<file path="src/sv/inkwm_pkg.sv">
// Shared types and template bit positions for the nozzle waveform merge.
package inkwm_pkg;

  localparam int unsigned STREAMS    = 3;
  localparam int unsigned F3_POS     = 10;
  localparam int unsigned F5_POS     = 11;
  localparam int unsigned CSYNC_LAST = 14;
  localparam int unsigned CSYNC_NORM = 15;
  localparam int unsigned CSYNC_POS  = 3;

  localparam logic [7:0]  NIB_LO    = 8'h0f;
  localparam logic [7:0]  NIB_HI    = 8'hf0;
  localparam logic [15:0] PASS_MASK = 16'hfff0;

  // Item kinds on the input channel.
  localparam logic KIND_LOAD  = 1'b0;
  localparam logic KIND_MERGE = 1'b1;

  typedef logic [7:0] nozzle_byte_t;

  // Registered read of one packet's nozzle bytes plus the store-empty flag.
  typedef struct packed {
    nozzle_byte_t d1;
    nozzle_byte_t d2;
    nozzle_byte_t d3;
    logic         empty;
  } inkwm_rd_t;

endpackage

</file>
<file path="src/sv/inkwm_store.sv">
// Nozzle byte store: three per-stream memories with nonzero flags.
module inkwm_store #(
  parameter int unsigned PACKETS = 14
) (
  input  logic                  clk,
  input  logic                  rst_n,
  input  logic                  wr_en,
  input  logic [5:0]            wr_addr,
  input  logic [7:0]            wr_data,
  input  logic                  rd_en,
  input  logic [3:0]            rd_packet,
  output inkwm_pkg::inkwm_rd_t  rd
);
  import inkwm_pkg::*;

  localparam int unsigned PIW = (PACKETS > 1) ? $clog2(PACKETS) : 1;
  localparam logic [6:0] P1 = 7'(PACKETS);
  localparam logic [6:0] P2 = 7'(2 * PACKETS);
  localparam logic [6:0] P3 = 7'(3 * PACKETS);

  nozzle_byte_t mem0 [PACKETS];
  nozzle_byte_t mem1 [PACKETS];
  nozzle_byte_t mem2 [PACKETS];

  // Flag set means the entry holds a nonzero byte; a clear flag reads as zero.
  logic [PACKETS-1:0] nz0_r, nz1_r, nz2_r;

  logic [6:0]     addr_w;
  logic [6:0]     offs;
  logic [2:0]     sel;
  logic [PIW-1:0] wr_idx;
  logic [PIW-1:0] rd_idx;
  logic           in_range;
  logic           wr_nz;
  nozzle_byte_t   q0, q1, q2;
  logic           v0_r, v1_r, v2_r;
  logic           empty_r;

  always_comb begin
    addr_w = {1'b0, wr_addr};
    sel    = 3'b000;
    offs   = addr_w;
    if (addr_w < P1) begin
      sel = 3'b001;
    end else if (addr_w < P2) begin
      sel  = 3'b010;
      offs = addr_w - P1;
    end else if (addr_w < P3) begin
      sel  = 3'b100;
      offs = addr_w - P2;
    end
  end

  assign wr_idx   = PIW'(offs);
  assign rd_idx   = PIW'(rd_packet);
  assign in_range = ({3'b000, rd_packet} < P1);
  assign wr_nz    = (wr_data != 8'h00);

  always_ff @(posedge clk) begin
    if (!rst_n) begin
      nz0_r <= '0;
      nz1_r <= '0;
      nz2_r <= '0;
    end else if (wr_en) begin
      if (sel[0]) nz0_r[wr_idx] <= wr_nz;
      if (sel[1]) nz1_r[wr_idx] <= wr_nz;
      if (sel[2]) nz2_r[wr_idx] <= wr_nz;
    end
  end

  always_ff @(posedge clk) begin
    if (wr_en && sel[0]) mem0[wr_idx] <= wr_data;
    if (wr_en && sel[1]) mem1[wr_idx] <= wr_data;
    if (wr_en && sel[2]) mem2[wr_idx] <= wr_data;
  end

  always_ff @(posedge clk) begin
    if (rd_en) begin
      q0 <= mem0[rd_idx];
      q1 <= mem1[rd_idx];
      q2 <= mem2[rd_idx];
    end
  end

  always_ff @(posedge clk) begin
    if (!rst_n) begin
      v0_r    <= 1'b0;
      v1_r    <= 1'b0;
      v2_r    <= 1'b0;
      empty_r <= 1'b1;
    end else if (rd_en) begin
      v0_r    <= in_range && nz0_r[rd_idx];
      v1_r    <= in_range && nz1_r[rd_idx];
      v2_r    <= in_range && nz2_r[rd_idx];
      empty_r <= ~(|{nz0_r, nz1_r, nz2_r});
    end
  end

  assign rd.d1    = v0_r ? q0 : 8'h00;
  assign rd.d2    = v1_r ? q1 : 8'h00;
  assign rd.d3    = v2_r ? q2 : 8'h00;
  assign rd.empty = empty_r;

endmodule

</file>
<file path="src/sv/inkjet_nozzle_waveform_merge.sv">
// Top level: merges stored nozzle bytes into the drive waveform template.
//
//  channel  direction  handshake          payload
//  in_      input      in_valid/in_stall  kind, byte_address, byte_value,
//                                         packet_index, packet_start, template_word
//  out_     output     out_valid/out_stall drive_word
//
// One item per cycle while in_stall is low. A load writes the store at its
// accept edge and yields nothing; a template word reads the store at its accept
// edge, is merged in the next cycle against the bit pointer and lands in the
// output register. Reset clears the nonzero flags, pointer and toggle state at
// once. A stalled output holds the merge stage, which stalls input.
module inkjet_nozzle_waveform_merge #(
  parameter int unsigned PACKETS = 14
) (
  input  logic        clk,
  input  logic        rst_n,
  input  logic        in_valid,
  output logic        in_stall,
  input  logic        in_kind,
  input  logic [5:0]  in_byte_address,
  input  logic [7:0]  in_byte_value,
  input  logic [3:0]  in_packet_index,
  input  logic        in_packet_start,
  input  logic [15:0] in_template_word,
  output logic        out_valid,
  input  logic        out_stall,
  output logic [15:0] out_drive_word
);
  import inkwm_pkg::*;

  localparam logic [5:0] LAST_PKT = 6'(PACKETS - 1);

  logic        accept;
  logic        adv;
  logic        tmpl_acc;
  inkwm_rd_t   rd;

  logic        a_valid_r, a_valid_nxt;
  logic        a_start_r;
  logic        a_last_r;
  logic [15:0] a_tw_r;

  logic [7:0]  bp_r, bp_nxt;
  logic [1:0]  lt_r, lt_nxt;
  logic        out_valid_r;
  logic [15:0] out_word_r, out_word_nxt;

  logic [7:0]  bp0, bp1;
  logic [1:0]  lt0, tog;
  logic [7:0]  power;
  logic [15:0] v;

  assign adv      = !out_valid_r || !out_stall;
  assign in_stall = a_valid_r && !adv;
  assign accept   = in_valid && !in_stall;
  assign tmpl_acc = accept && (in_kind == KIND_MERGE);

  inkwm_store #(.PACKETS(PACKETS)) u_store (
    .clk       (clk),
    .rst_n     (rst_n),
    .wr_en     (accept && (in_kind == KIND_LOAD)),
    .wr_addr   (in_byte_address),
    .wr_data   (in_byte_value),
    .rd_en     (tmpl_acc),
    .rd_packet (in_packet_index),
    .rd        (rd)
  );

  assign a_valid_nxt = tmpl_acc || (a_valid_r && !adv);

  always_ff @(posedge clk) begin
    if (!rst_n) begin
      a_valid_r <= 1'b0;
    end else begin
      a_valid_r <= a_valid_nxt;
    end
  end

  always_ff @(posedge clk) begin
    if (tmpl_acc) begin
      a_start_r <= in_packet_start;
      a_last_r  <= ({2'b00, in_packet_index} == LAST_PKT);
      a_tw_r    <= in_template_word;
    end
  end

  // Merge: packet start clears the pointer first; a toggle change advances it.
  always_comb begin
    bp0   = a_start_r ? 8'h00 : bp_r;
    lt0   = a_start_r ? 2'b00 : lt_r;
    tog   = a_tw_r[1:0];
    power = rd.d1 | rd.d2 | rd.d3;
    bp1   = bp0;
    lt_nxt = lt0;
    if (tog != lt0) begin
      bp1    = (bp0 == 8'h00) ? 8'h01 : {bp0[6:0], 1'b0};
      lt_nxt = tog;
    end
    v = a_tw_r & PASS_MASK;
    if ((power & NIB_LO) == 8'h00) v[F3_POS] = 1'b0;
    if ((power & NIB_HI) == 8'h00) v[F5_POS] = 1'b0;
    if (tog != 2'b00) begin
      v[0] = ((rd.d1 & bp1) == 8'h00);
      v[1] = ((rd.d2 & bp1) == 8'h00);
      v[2] = ((rd.d3 & bp1) == 8'h00);
    end
    v[CSYNC_POS] = a_last_r ? a_tw_r[CSYNC_LAST] : a_tw_r[CSYNC_NORM];
    bp_nxt       = bp1;
    out_word_nxt = v;
    if (rd.empty) begin
      // empty store: hold the pointer where packet start left it, drive zero
      bp_nxt       = bp0;
      lt_nxt       = lt0;
      out_word_nxt = 16'h0000;
    end
  end

  always_ff @(posedge clk) begin
    if (!rst_n) begin
      bp_r        <= 8'h00;
      lt_r        <= 2'b00;
      out_valid_r <= 1'b0;
    end else if (adv) begin
      out_valid_r <= a_valid_r;
      if (a_valid_r) begin
        bp_r <= bp_nxt;
        lt_r <= lt_nxt;
      end
    end
  end

  always_ff @(posedge clk) begin
    if (adv && a_valid_r) begin
      out_word_r <= out_word_nxt;
    end
  end

  assign out_valid      = out_valid_r;
  assign out_drive_word = out_word_r;

endmodule

</file>
<file path="config.mk">
export PLATFORM = sky130hd
export DESIGN_NAME = inkjet_nozzle_waveform_merge
export DESIGN_NICKNAME = d
export VERILOG_FILES = /design/src/sv/inkwm_pkg.sv /design/src/sv/inkwm_store.sv /design/src/sv/inkjet_nozzle_waveform_merge.sv
export SDC_FILE = /design/constraint.sdc
export NUM_CORES = 1
export LEC_CHECK = 0
export BUFFER_PORTS_ARGS = -buffer_cell sky130_fd_sc_hd__buf_4
export CAP_MARGIN = 15
export CORE_MARGIN = 2
export CORE_UTILIZATION = 55
export CTS_BUF_LIST = sky130_fd_sc_hd__clkbuf_8
export CTS_CLUSTER_DIAMETER = 50
export CTS_CLUSTER_SIZE = 12
export DETAILED_ROUTE_END_ITERATION = 7
export PLACE_DENSITY = 0.72
export SLEW_MARGIN = 10
export SYNTH_ARGS = -nofsm -noshare
export SYNTH_HDL_FRONTEND = slang
export SYNTH_HIERARCHICAL = 1
export SYNTH_SLANG_ARGS = --single-unit
</file>
<file path="constraint.sdc">
create_clock -name clk -period 3.3 [get_ports clk]
set_input_delay 0.33 -clock clk [delete_from_list [all_inputs] [get_ports clk]]
set_output_delay 0.33 -clock clk [all_outputs]
set_load 0.005 [all_outputs]
</file>
### After elaboration in Yosys (flattened, before gate mapping)

Memory sizes are Yosys's and may differ from the RTL's. A register that Yosys moved wholly into a read port is not among the register bits.
Index checks and enable logic that the tools add are counted.

| cells by class | value |
|---|---|
| add/sub/neg operators | 2 |
| $mul | 0 |
| div/mod/pow operators | 0 |
| order comparisons | 7 |
| equal/unequal tests | 2 |
| shift operators | 0 |
| multiplexer cells | 34 |
| bitwise operators | 8 |
| reductions and logical operators | 34 |

Operator list:

| cell | count |
|---|---|
| 2-to-1 mux 8 bit | 7 |
| logical NOT 8 bit | 6 |
| bitwise mux 14 bit | 3 |
| OR reduction 42 bit | 1 |
| bitwise AND 8 bit | 3 |
| OR 8 bit | 2 |
| binary-select mux 1 bit (select 4 bit) | 3 |
| logical AND 1 bit | 12 |
| 2-to-1 mux 4 bit | 3 |
| 2-to-1 mux 1 bit | 11 |
| less-than comparator 4 x 5 -> 1 bit (second input constant) | 2 |
| 2-to-1 mux 3 bit | 3 |
| AND reduction 2 bit | 4 |
| nonzero test 8 bit | 1 |
| subtractor 4 bit (second input constant) | 2 |
| less-than comparator 6 x 4 -> 1 bit (second input constant) | 1 |
| less-than comparator 6 x 5 -> 1 bit (second input constant) | 1 |
| less-than comparator 6 bit (second input constant) | 1 |
| 2-to-1 mux 2 bit | 3 |
| OR reduction 2 bit | 3 |
| demux 1 bit (select 4 bit) | 1 |
| equality test 4 bit (second input constant) | 1 |
| >= comparator 4 x 1 -> 1 bit (second input constant) | 1 |
| logical NOT 1 bit | 4 |
| 5 further kinds | 8 |

| word-level totals | value |
|---|---|
| register bits | 92 |
| latch bits | 0 |
| memory bits (writable) | 336 |
| ROM bits | 0 |
| bits of input ports | 40 |
| output and inout port bits | 18 |
| word-level logic and storage cells | 108 |
| memories kept | 3 |

Memory list:

| name | words | width | rd ports | clocked after Yosys merged registers in | write ports | RTL line | text |
|---|---|---|---|---|---|---|---|
| u_store.mem0 | 14 | 8 | 1 | 1 | 1 | inkwm_store.sv:21 | `nozzle_byte_t mem0 [PACKETS];` |
| u_store.mem1 | 14 | 8 | 1 | 1 | 1 | inkwm_store.sv:22 | `nozzle_byte_t mem1 [PACKETS];` |
| u_store.mem2 | 14 | 8 | 1 | 1 | 1 | inkwm_store.sv:23 | `nozzle_byte_t mem2 [PACKETS];` |

### Longest topological paths before layout

Gate-level depths: netlist (run 1).

| logic depth | value |
|---|---|
| depth after elaboration | 10 |
| mapped depth | 9 |
| depth with buffers taken out | 8 |

### By module

The synthesis (run 1) kept the hierarchy.

Modules (own cells, without submodules):

| module | instances | cells an instance | area each (um^2) | sequential area each (um^2) |
|---|---|---|---|---|
| inkwm_store | 1 | 849 | 16221.8 | 11731.3 |
| inkjet_nozzle_waveform_merge | 1 | 179 | 2045.7 | 1201.2 |

### Worst setup path before layout (run 1)

No wires, ideal clock.

| timing | value |
|---|---|
| path type | input -> register |
| start | in in_byte_address[2] |
| end | mem u_store/mem0[13][0] (netlist bit), enable pin |
| arrival time | 2373 ps |
| data required time | 2912 ps |
| slack | 539 ps |
| stages on the path | 8 |
| path buffers | 2 |
| cell sequence | ha_1 > buf_6 > a21oi_1 > a2bb2oi_1 > or3_1 > and3_4 > buf_2 > nor3_1 |

| between the ends | value |
|---|---|
| longest elaborated chain between the ends | 6 |
| elaborated cells between the ends (all ways) | 13 |
| those cells by class | add/sub: 2; order compare: 3; mux: 7; reduce/logical: 1 |

Ends and longest elaborated chain:

| element | RTL line | text |
|---|---|---|
| from (decl) | inkjet_nozzle_waveform_merge.sv:21 | `input logic [5:0] in_byte_address,` |
| less-than comparator 6 x 5 -> 1 bit | inkwm_store.sv:45 | `end else if (addr_w < P2) begin` |
| 2-to-1 mux 3 bit | inkwm_store.sv:45 |  |
| 2-to-1 mux 3 bit | inkwm_store.sv:43 | `if (addr_w < P1) begin` |
| logical AND 1 bit | inkwm_store.sv:72 | `if (wr_en && sel[0]) mem0[wr_idx] <= wr_data;` |
| 2-to-1 mux 1 bit | inkwm_store.sv:72 |  |
| 2-to-1 mux 1 bit (not written as such) | inkwm_store.sv:72 |  |
| to (decl) | inkwm_store.sv:21 |  |

Parallel ways exist; a longest one is shown, timed or not.

### Final worst setup path (run 1)

| timing | value |
|---|---|
| start | reg out_valid_r (netlist: out_valid) |
| end | mem u_store/mem1[8][0] (netlist bit), enable pin |

| between the ends | value |
|---|---|
| longest elaborated chain between the ends | 10 |

Ends and longest elaborated chain:

| element | RTL line | text |
|---|---|---|
| from (decl) | inkjet_nozzle_waveform_merge.sv:46 | `logic out_valid_r;` |
| from (signal assigned) | inkjet_nozzle_waveform_merge.sv:125 | `out_valid_r <= a_valid_r;` |
| logical NOT 1 bit | inkjet_nozzle_waveform_merge.sv:54 | `assign adv = !out_valid_r \|\| !out_stall;` |
| logical OR 1 bit | inkjet_nozzle_waveform_merge.sv:54 |  |
| logical NOT 1 bit | inkjet_nozzle_waveform_merge.sv:55 | `assign in_stall = a_valid_r && !adv;` |
| logical AND 1 bit | inkjet_nozzle_waveform_merge.sv:55 |  |
| logical NOT 1 bit | inkjet_nozzle_waveform_merge.sv:56 | `assign accept = in_valid && !in_stall;` |
| logical AND 1 bit | inkjet_nozzle_waveform_merge.sv:56 |  |
| logical AND 1 bit | inkjet_nozzle_waveform_merge.sv:62 | `.wr_en (accept && (in_kind == KIND_LOAD)),` |
| logical AND 1 bit | inkwm_store.sv:73 | `if (wr_en && sel[1]) mem1[wr_idx] <= wr_data;` |
| 2-to-1 mux 1 bit | inkwm_store.sv:73 |  |
| 2-to-1 mux 1 bit (not written as such) | inkwm_store.sv:73 |  |
| to (decl) | inkwm_store.sv:22 |  |

Every way passes these cells.

==> results of run 1 <==
==> state kept, by name (all words and copies together) (netlist names), 2 cells and up <==
| name | flops |
|---|---|
| u_store/mem0 | 112 |
| u_store/mem1 | 112 |
| u_store/mem2 | 112 |
| out_drive_word | 16 |
| a_tw_r | 14 |
| u_store/nz0_r | 14 |
| u_store/nz1_r | 14 |
| u_store/nz2_r | 14 |
| bp_r | 8 |
| u_store/q0 | 8 |
| u_store/q1 | 8 |
| u_store/q2 | 8 |
| lt_r | 2 |
==> stage by stage <==
stage	util, %	std cells
final	62.35	1611
after global placement	59.39	1515
after floorplan	-	1028
after detailed placement	59.39	1515
after CTS	62.35	1611
after global routing	62.35	1611
==> layout make-up <==
class | count | share of cell area, %
well taps | 442 | 2.719
multi-input cells | 499 | 24.62
repair buffers | 114 | 4.595
inverters | 25 | 0.4614
flip-flops and latches | 450 | 63.59
clock inverters | 33 | 0.7690
clock buffers | 48 | 3.248
==> how the worst max path moves through the flow <==
stage	slack, ns	cells after the start	end	from
final	0.62	7	u_store/mem1[8][0]	out_valid
after global routing	0.45	7	u_store/mem1[8][0]	out_valid
after CTS	0.66	7	u_store/mem1[8][0]	out_valid
after detailed placement	0.34	7	u_store/mem0[1][2]	in_byte_address[2]
after global placement	0.39	6	u_store/mem1[6][7]	in_byte_address[2]
after floorplan	0.54	8	u_store/mem0[13][0]	in_byte_address[2]
==> repair_timing <==
action                                 in CTS  in global routing
setup endpoints to repair                   0                  0
hold buffers                               15                  0
endpoints found under the hold margin      15                  0
==> logic make-up (layout without fill, tap and decap cells) <==
kind of cell,Yosys count,count (layout)
flops,450,450
xor+xnor,3,3
mux,180,180
fa+ha+maj,3,3
compound gates,66,66
buf+inv,79,220
simple gates,247,247
==> report_power, final <==
group | switching [mW] | total [mW] | leakage, nW | internal, mW
clock | 1.85 | 3.22 | 0.513 | 1.37
combinational | 0.357 | 0.608 | 2.25 | 0.251
sequential | 0.0207 | 6.26 | 4.02 | 6.23
total | 2.22 | 10.1 | 6.78 | 7.86
==> layout by cell type (no fill, tap or decap), types with 11 or more instances in the layout <==
cell | netlist | layout
sky130_fd_sc_hd__edfxtp_1 | 392 | 392
sky130_fd_sc_hd__and2_1 | 25 | 25
sky130_fd_sc_hd__mux4_2 | 106 | 106
sky130_fd_sc_hd__inv_1 | 25 | 50
sky130_fd_sc_hd__nand2_1 | 78 | 78
sky130_fd_sc_hd__dlygate4sd3_1 | 0 | 15
sky130_fd_sc_hd__a21oi_1 | 11 | 11
sky130_fd_sc_hd__dfxtp_1 | 58 | 58
sky130_fd_sc_hd__nor3_1 | 31 | 31
sky130_fd_sc_hd__nor2_1 | 21 | 21
sky130_fd_sc_hd__clkbuf_8 | 0 | 48
sky130_fd_sc_hd__nor2b_1 | 19 | 19
sky130_fd_sc_hd__mux2i_1 | 48 | 48
sky130_fd_sc_hd__mux2_2 | 24 | 24
sky130_fd_sc_hd__nor4_1 | 21 | 21
sky130_fd_sc_hd__buf_4 | 2 | 95
sky130_fd_sc_hd__nand3_1 | 11 | 11
==> per-layer routing <==
layer / share of wire (%) / GRT usage (%)
met5: 0 / 0
met4: 2.6 / 7.087
met3: 7.4 / 3.563
met2: 46 / 34.78
met1: 44 / 34.21
==> tightest hold or removal path: stages <==
cell and delay (ns):
sky130_fd_sc_hd__buf_4 0.10, sky130_fd_sc_hd__a21oi_1 0.06, sky130_fd_sc_hd__nor2b_1 0.10
==> reports/qor.yml, run 1 <==
clkTransAtPathRegs_ns: 0.08
rsz0062_at_grt: "false"
synth.cell_area_mm2: 0.01827
dieArea_mm2: 0.03469
max_cap_violations: 0
grt_util_all_layers_pct: 22.75
report.final.hold_viol_count: 0
synth.yosys.seq_area_share_pct: 70.79
synth_simple_gate_area_share_pct: 7.075
critical_path.top_delay_family: "simple AND/OR/NAND/NOR gates"
rr_endpoint: "u_store/mem1[8][0]"
timing.reg2reg.worst_path_depth: 7
synthMuxAreaShare_pct: 17.33
startpoint_of_the_worst_slack_reg_to_reg_timing_path: "out_valid"
net_count_after_synthesis: 1071
syn_inst: 1028
cts_tree: "built"
worst-slew-pin-transition_ns: 0.8850
fin_worst_skew_ns: 0.03307
setup_viol: 0
leakage_nw: 6.782
setup.worst_path.start_class: "register"
post-dp-hpwl_um: 23980
ff_latch_area_mm2: 0.01293
post-synth-top-area-fraction_pct: 64.44
crit_path_max_incr_delay_ns: 0.45
grt_first_pass_wirelength_um: 57620
max_slew_margin_pct: 41.00
final_min_period_over_clock_period_pct: 81.19
final_net_count: 1179
drc_violation_total_after_the_first_tritonroute_iteration: 1046
period_minus_slack_ns: 2.679
hold_path_startpoint: "out_stall"
ant_nets: 0
antenna_cells: 0
commonest_register_cell_after_synthesis: "sky130_fd_sc_hd__edfxtp_1"
multi_input_area_mm2: 0.005007
yosys-top-cells-count: "392 x sky130_fd_sc_hd__edfxtp_1, 106 x sky130_fd_sc_hd__mux4_2, 78 x sky130_fd_sc_hd__nand2_1, 58 x sky130_fd_sc_hd__dfxtp_1, 48 x sky130_fd_sc_hd__mux2i_1"
vias_per_cell: 6.050
postSynthAreaPerCell_um2: 17.77
setup-tns-final_ns: 0
cellPowerDensity_mw_per_mm2: 495.7
worst_path_max_delay_cell: "sky130_fd_sc_hd__nor2b_1"
worstHoldPathCells: 3
clk_path_buf_depth: 3
worst_setup_path_type: "register to register"
outcome: "finished clean"
final_count_of_pins_violating_max_slew: 0
fraction_of_the_mapped_netlist_area_in_adder_cells_pct: 0.2055
synth_top_family_by_area: "multiplexers"
setup_ws_ns: 0.6207
timing.critical_path.cells: "nand3_1 > nand2_1 > nor2_1 > nor2b_1 > nand2_1 > or3_4 > inv_1"
htreeDepth: 2
critical_path.max_fanout: 8
detail_route.drc_violations: 0
worst-endpoint-required_ns: 3.53
die-width_um: 186.2
fraction_of_final_layout_cells_with_drive_strength_greater_than_1_pct: 25.32
place.gp.congestion: 0.8855
grt_antenna_before_repair: 1
placedInstanceArea_mm2: 0.01937
holdWs_ns: 0.06669
design_area_mm2: 0.02034
yosysMostFrequentCell: "sky130_fd_sc_hd__edfxtp_1"
cp.buffers_inverters: 1
synth-compound-area-share_pct: 2.575
yosys.area_share.xor_xnor_pct: 0.1438
root_buffer: "sky130_fd_sc_hd__clkbuf_8"
number_of_iterations_in_the_first_detailed_routing_pass: 7
preCtsSetupSlack_ns: 0.3396
r2r_setup_slack_ns: 0.62
cts_post_setup_buffers_inserted: 0
detailroute.via_count: 9747
grt_pass1_vias: 9692
area_inside_the_core_boundary_mm2: 0.03262
postCtsResizedCells: 0
row_count: 66
yosysWarningCount: 6
postSynthRegisterBits: 450
cts_inserted_buffers: 46
max_freq_mhz: 373.2
filler_cell_count: 2277
synth_enable_flop_cells: 392
die_height_um: 186.2
clock_latency_ns: 0.59
min_delay_worst_endpoint: "out_valid"
synth_top_area_cell: "sky130_fd_sc_hd__edfxtp_1"
start_util_pct: 56.00
grt_overflow_total: 0
io_pins: 58
synth_cell_types: 58
port_buffers: 55
min-delay-path-class: "input pin to register"
irDropWorstVdd_v: 0.0002520
report.power.total_mw: 10.08
total_wirelength_of_the_detailed_routed_design_um: 38210
maximum_number_of_pins_on_one_net_before_global_route_repair: 47
arrival_ns: 2.91
critical_path.most_common_cell: "sky130_fd_sc_hd__nand2_1"
timing.critical_path.to_type: "register"
async_flop_share_pct: 0
cts_sinks: 450
netlist_top_cells_area: "sky130_fd_sc_hd__edfxtp_1 64%, sky130_fd_sc_hd__mux4_2 13%, sky130_fd_sc_hd__dfxtp_1 6.4%"
route.detailed.wl_per_inst_um: 23.72
syn2layout_area_growth_pct: 11.34
Power figures use the tool's default switching activity.
==> run 2: changes to the inputs <==
==> constraint.sdc (replaced) <==
create_clock -name clk -period 2.8 [get_ports clk]
set_input_delay 0.28 -clock clk [delete_from_list [all_inputs] [get_ports clk]]
set_output_delay 0.28 -clock clk [all_outputs]
set_load 0.005 [all_outputs]
==> reports/qor.yml, run 2 (synthesis gave the netlist of run 1 again) <==
crit_path_max_incr_delay_ns: 0.54  # +0.09 ns
worst_setup_path_type: "input pin to register"
drc_violation_total_after_the_first_tritonroute_iteration: 946  # -9.6%
final_count_of_pins_violating_max_slew: 0  # unchanged
setup-tns-final_ns: 0  # unchanged
grt_util_all_layers_pct: 23.38  # +0.63 points
clk_path_buf_depth: 3  # unchanged
outcome: "finished clean"
filler_cell_count: 2290  # +0.57%
leakage_nw: 6.912  # +1.9%
min-delay-path-class: "input pin to register"
power_frac_comb_pct: 6.2  # +0.2 points
r2r_setup_slack_ns: 0.35  # -0.27 ns
grt_first_pass_wirelength_um: 59240  # +2.8%
cts_post_setup_buffers_inserted: 0  # unchanged
syn2layout_area_growth_pct: 12.77
most-common-layout-cells: "392 x sky130_fd_sc_hd__edfxtp_1, 116 x sky130_fd_sc_hd__buf_4, 106 x sky130_fd_sc_hd__mux4_2, 78 x sky130_fd_sc_hd__nand2_1, 58 x sky130_fd_sc_hd__dfxtp_1"
period_minus_slack_ns: 2.492
clock_power_share_pct: 32.2  # +0.3 points
final_min_period_over_clock_period_pct: 88.99
number_of_iterations_in_the_first_detailed_routing_pass: 5  # -2
root_buffer: "sky130_fd_sc_hd__clkbuf_8"
timing.critical_path.cells: "dlygate4sd3_1 > buf_4 > nand3_1 > nand2_1 > nor2_1 > nor2b_1 > buf_4 > nand2_1 > or3_1 > inv_1"
max_slew_margin_pct: 35.73  # -5.3 points
io_pins: 58  # unchanged
die_height_um: 186.2  # unchanged
report.power.total_mw: 11.97  # +19%
layout.cells.most_common: "sky130_fd_sc_hd__edfxtp_1"
route.detailed.wl_per_inst_um: 23.99  # +1.1%
grt_antenna_before_repair: 0  # -1
setup_viol: 0  # unchanged
irDropWorstVdd_v: 0.0002885  # +15%
cts_sinks: 450  # unchanged
dieArea_mm2: 0.03469  # unchanged
htreeDepth: 2  # unchanged
setup.worst_path.start_class: "input pin"
design_area_mm2: 0.02060  # +1.3%
multi_input_area_mm2: 0.005007  # unchanged
maximum_number_of_pins_on_one_net_before_global_route_repair: 48  # +2.1%
timing.critical_path.to_type: "register"
die-width_um: 186.2  # unchanged
row_count: 66  # unchanged
post-dp-hpwl_um: 25070  # +4.6%
port_buffers: 55  # unchanged
power.sequential.fraction_pct: 61.6  # -0.5 points
worst-endpoint-required_ns: 3.04  # -0.49 ns
layout_top_registers: "u_store/mem0 (112), u_store/mem1 (112), u_store/mem2 (112)"
area_inside_the_core_boundary_mm2: 0.03262  # unchanged
placedInstanceArea_mm2: 0.01961  # +1.2%
ff_latch_area_mm2: 0.01293  # unchanged
ant_nets: 0  # unchanged
preCtsSetupSlack_ns: 0.02585  # -0.3137 ns
vias_per_cell: 6.023  # -0.46%
cellPowerDensity_mw_per_mm2: 581.1  # +17%
clkTransAtPathRegs_ns: 0.07  # about the same
power.share.switching_pct: 21.86  # -0.19 points
critical_path.top_delay_family: "simple AND/OR/NAND/NOR gates"
detailroute.via_count: 9853  # +1.1%
setup_ws_ns: 0.3082  # -0.3125 ns
arrival_ns: 2.73  # -0.18 ns
report.final.hold_viol_count: 0  # unchanged
cp.buffers_inverters: 4  # +3
start_util_pct: 56.00  # unchanged
net-switching-power_mw: 2.617  # +18%
cts_tree: "built"
antenna_cells: 0  # unchanged
fraction_of_final_layout_cells_with_drive_strength_greater_than_1_pct: 26.88  # +1.6 points
rsz0062_at_grt: "false"
critical_path.max_fanout: 8  # unchanged
total_wirelength_of_the_detailed_routed_design_um: 39250  # +2.7%
worst_path_max_delay_cell: "sky130_fd_sc_hd__dlygate4sd3_1"
max_cap_violations: 0  # unchanged
fin_worst_skew_ns: 0.01724  # -0.01583 ns
worst-slew-pin-transition_ns: 0.9605  # +0.07547 ns
clock_latency_ns: 0.59  # about the same
place.gp.congestion: 0.9062  # +2.3%
max_freq_mhz: 401.3
cts_inserted_buffers: 46  # unchanged
grt_pass1_vias: 9777  # +0.88%
detail_route.drc_violations: 0  # unchanged
final_net_count: 1205  # +2.2%
grt_overflow_total: 0  # unchanged
power.internal_mw: 9.354  # +19%
[run 2: changes by cell type in the layout (fill, tap and decap cells not counted)]
cell and delta:
sky130_fd_sc_hd__clkinv_2 -1, sky130_fd_sc_hd__inv_1 -3, sky130_fd_sc_hd__inv_6 -4, sky130_fd_sc_hd__clkinv_4 -1, sky130_fd_sc_hd__clkinv_1 +2, sky130_fd_sc_hd__inv_8 +1, sky130_fd_sc_hd__clkinvlp_4 +2, sky130_fd_sc_hd__clkbuf_8 +3
sky130_fd_sc_hd__dlygate4sd3_1 +1, sky130_fd_sc_hd__buf_12 +4, sky130_fd_sc_hd__buf_4 +21
[run 2: what timing repair did]
action                                 in CTS  in global routing
hold buffers                               16                  0
endpoints found under the hold margin      16                  0
gates resized for setup                     0                  0
[run 2: path summary, 6_finish.rpt]
kind,depth (start not counted),from,end
min,1,in_byte_value[6],u_store/mem2[7][6]
min reg2reg,2,u_store/nz2_r[7],u_store/nz2_r[7]
max reg2reg,8,out_valid,u_store/mem1[2][2]
max,10,out_stall,u_store/mem1[2][2]
[run 2: stage by stage]
| step | util, % | hold WS (ns) | std cells |
|---|---|---|---|
| final | 63.16 | 0.1708 | 1636 |
| after global placement | 60.12 | 0.4586 | 1540 |
| after CTS | 63.16 | 0.1453 | 1636 |
| after global routing | 63.16 | 0.1561 | 1636 |
| after floorplan | - | 0.3789 | 1028 |
| after detailed placement | 60.12 | 0.4596 | 1540 |
[run 2: layout make-up]
type | count | share of cell area, %
Sequential cell | 450 | 62.78
Multi-Input combinational cell | 499 | 24.31
Timing Repair Buffer | 140 | 5.739
Clock buffer | 51 | 3.407
Tap cell | 442 | 2.684
Clock inverter | 29 | 0.6316
Inverter | 25 | 0.4555
[run 2: power by group through the flow]
stage	Combinational, mW	Clock, mW	Sequential, mW
after floorplan	0.421	0	7.52
after global placement	0.717	0	7.52
after detailed placement	0.732	0	7.53
after CTS	0.752	3.96	7.37
after global routing	0.802	4.22	7.38
final	0.746	3.85	7.37
[run 2: layer usage]
layer | GRT usage, % | share of wire [%] | up-vias
met5 | 0 | 0 | -
met1 | 34.59 | 43 | 5013
li1 | - | - | 4366
met3 | 4.322 | 8.0 | 60
met4 | 6.929 | 2.1 | 0
met2 | 36.04 | 46 | 414
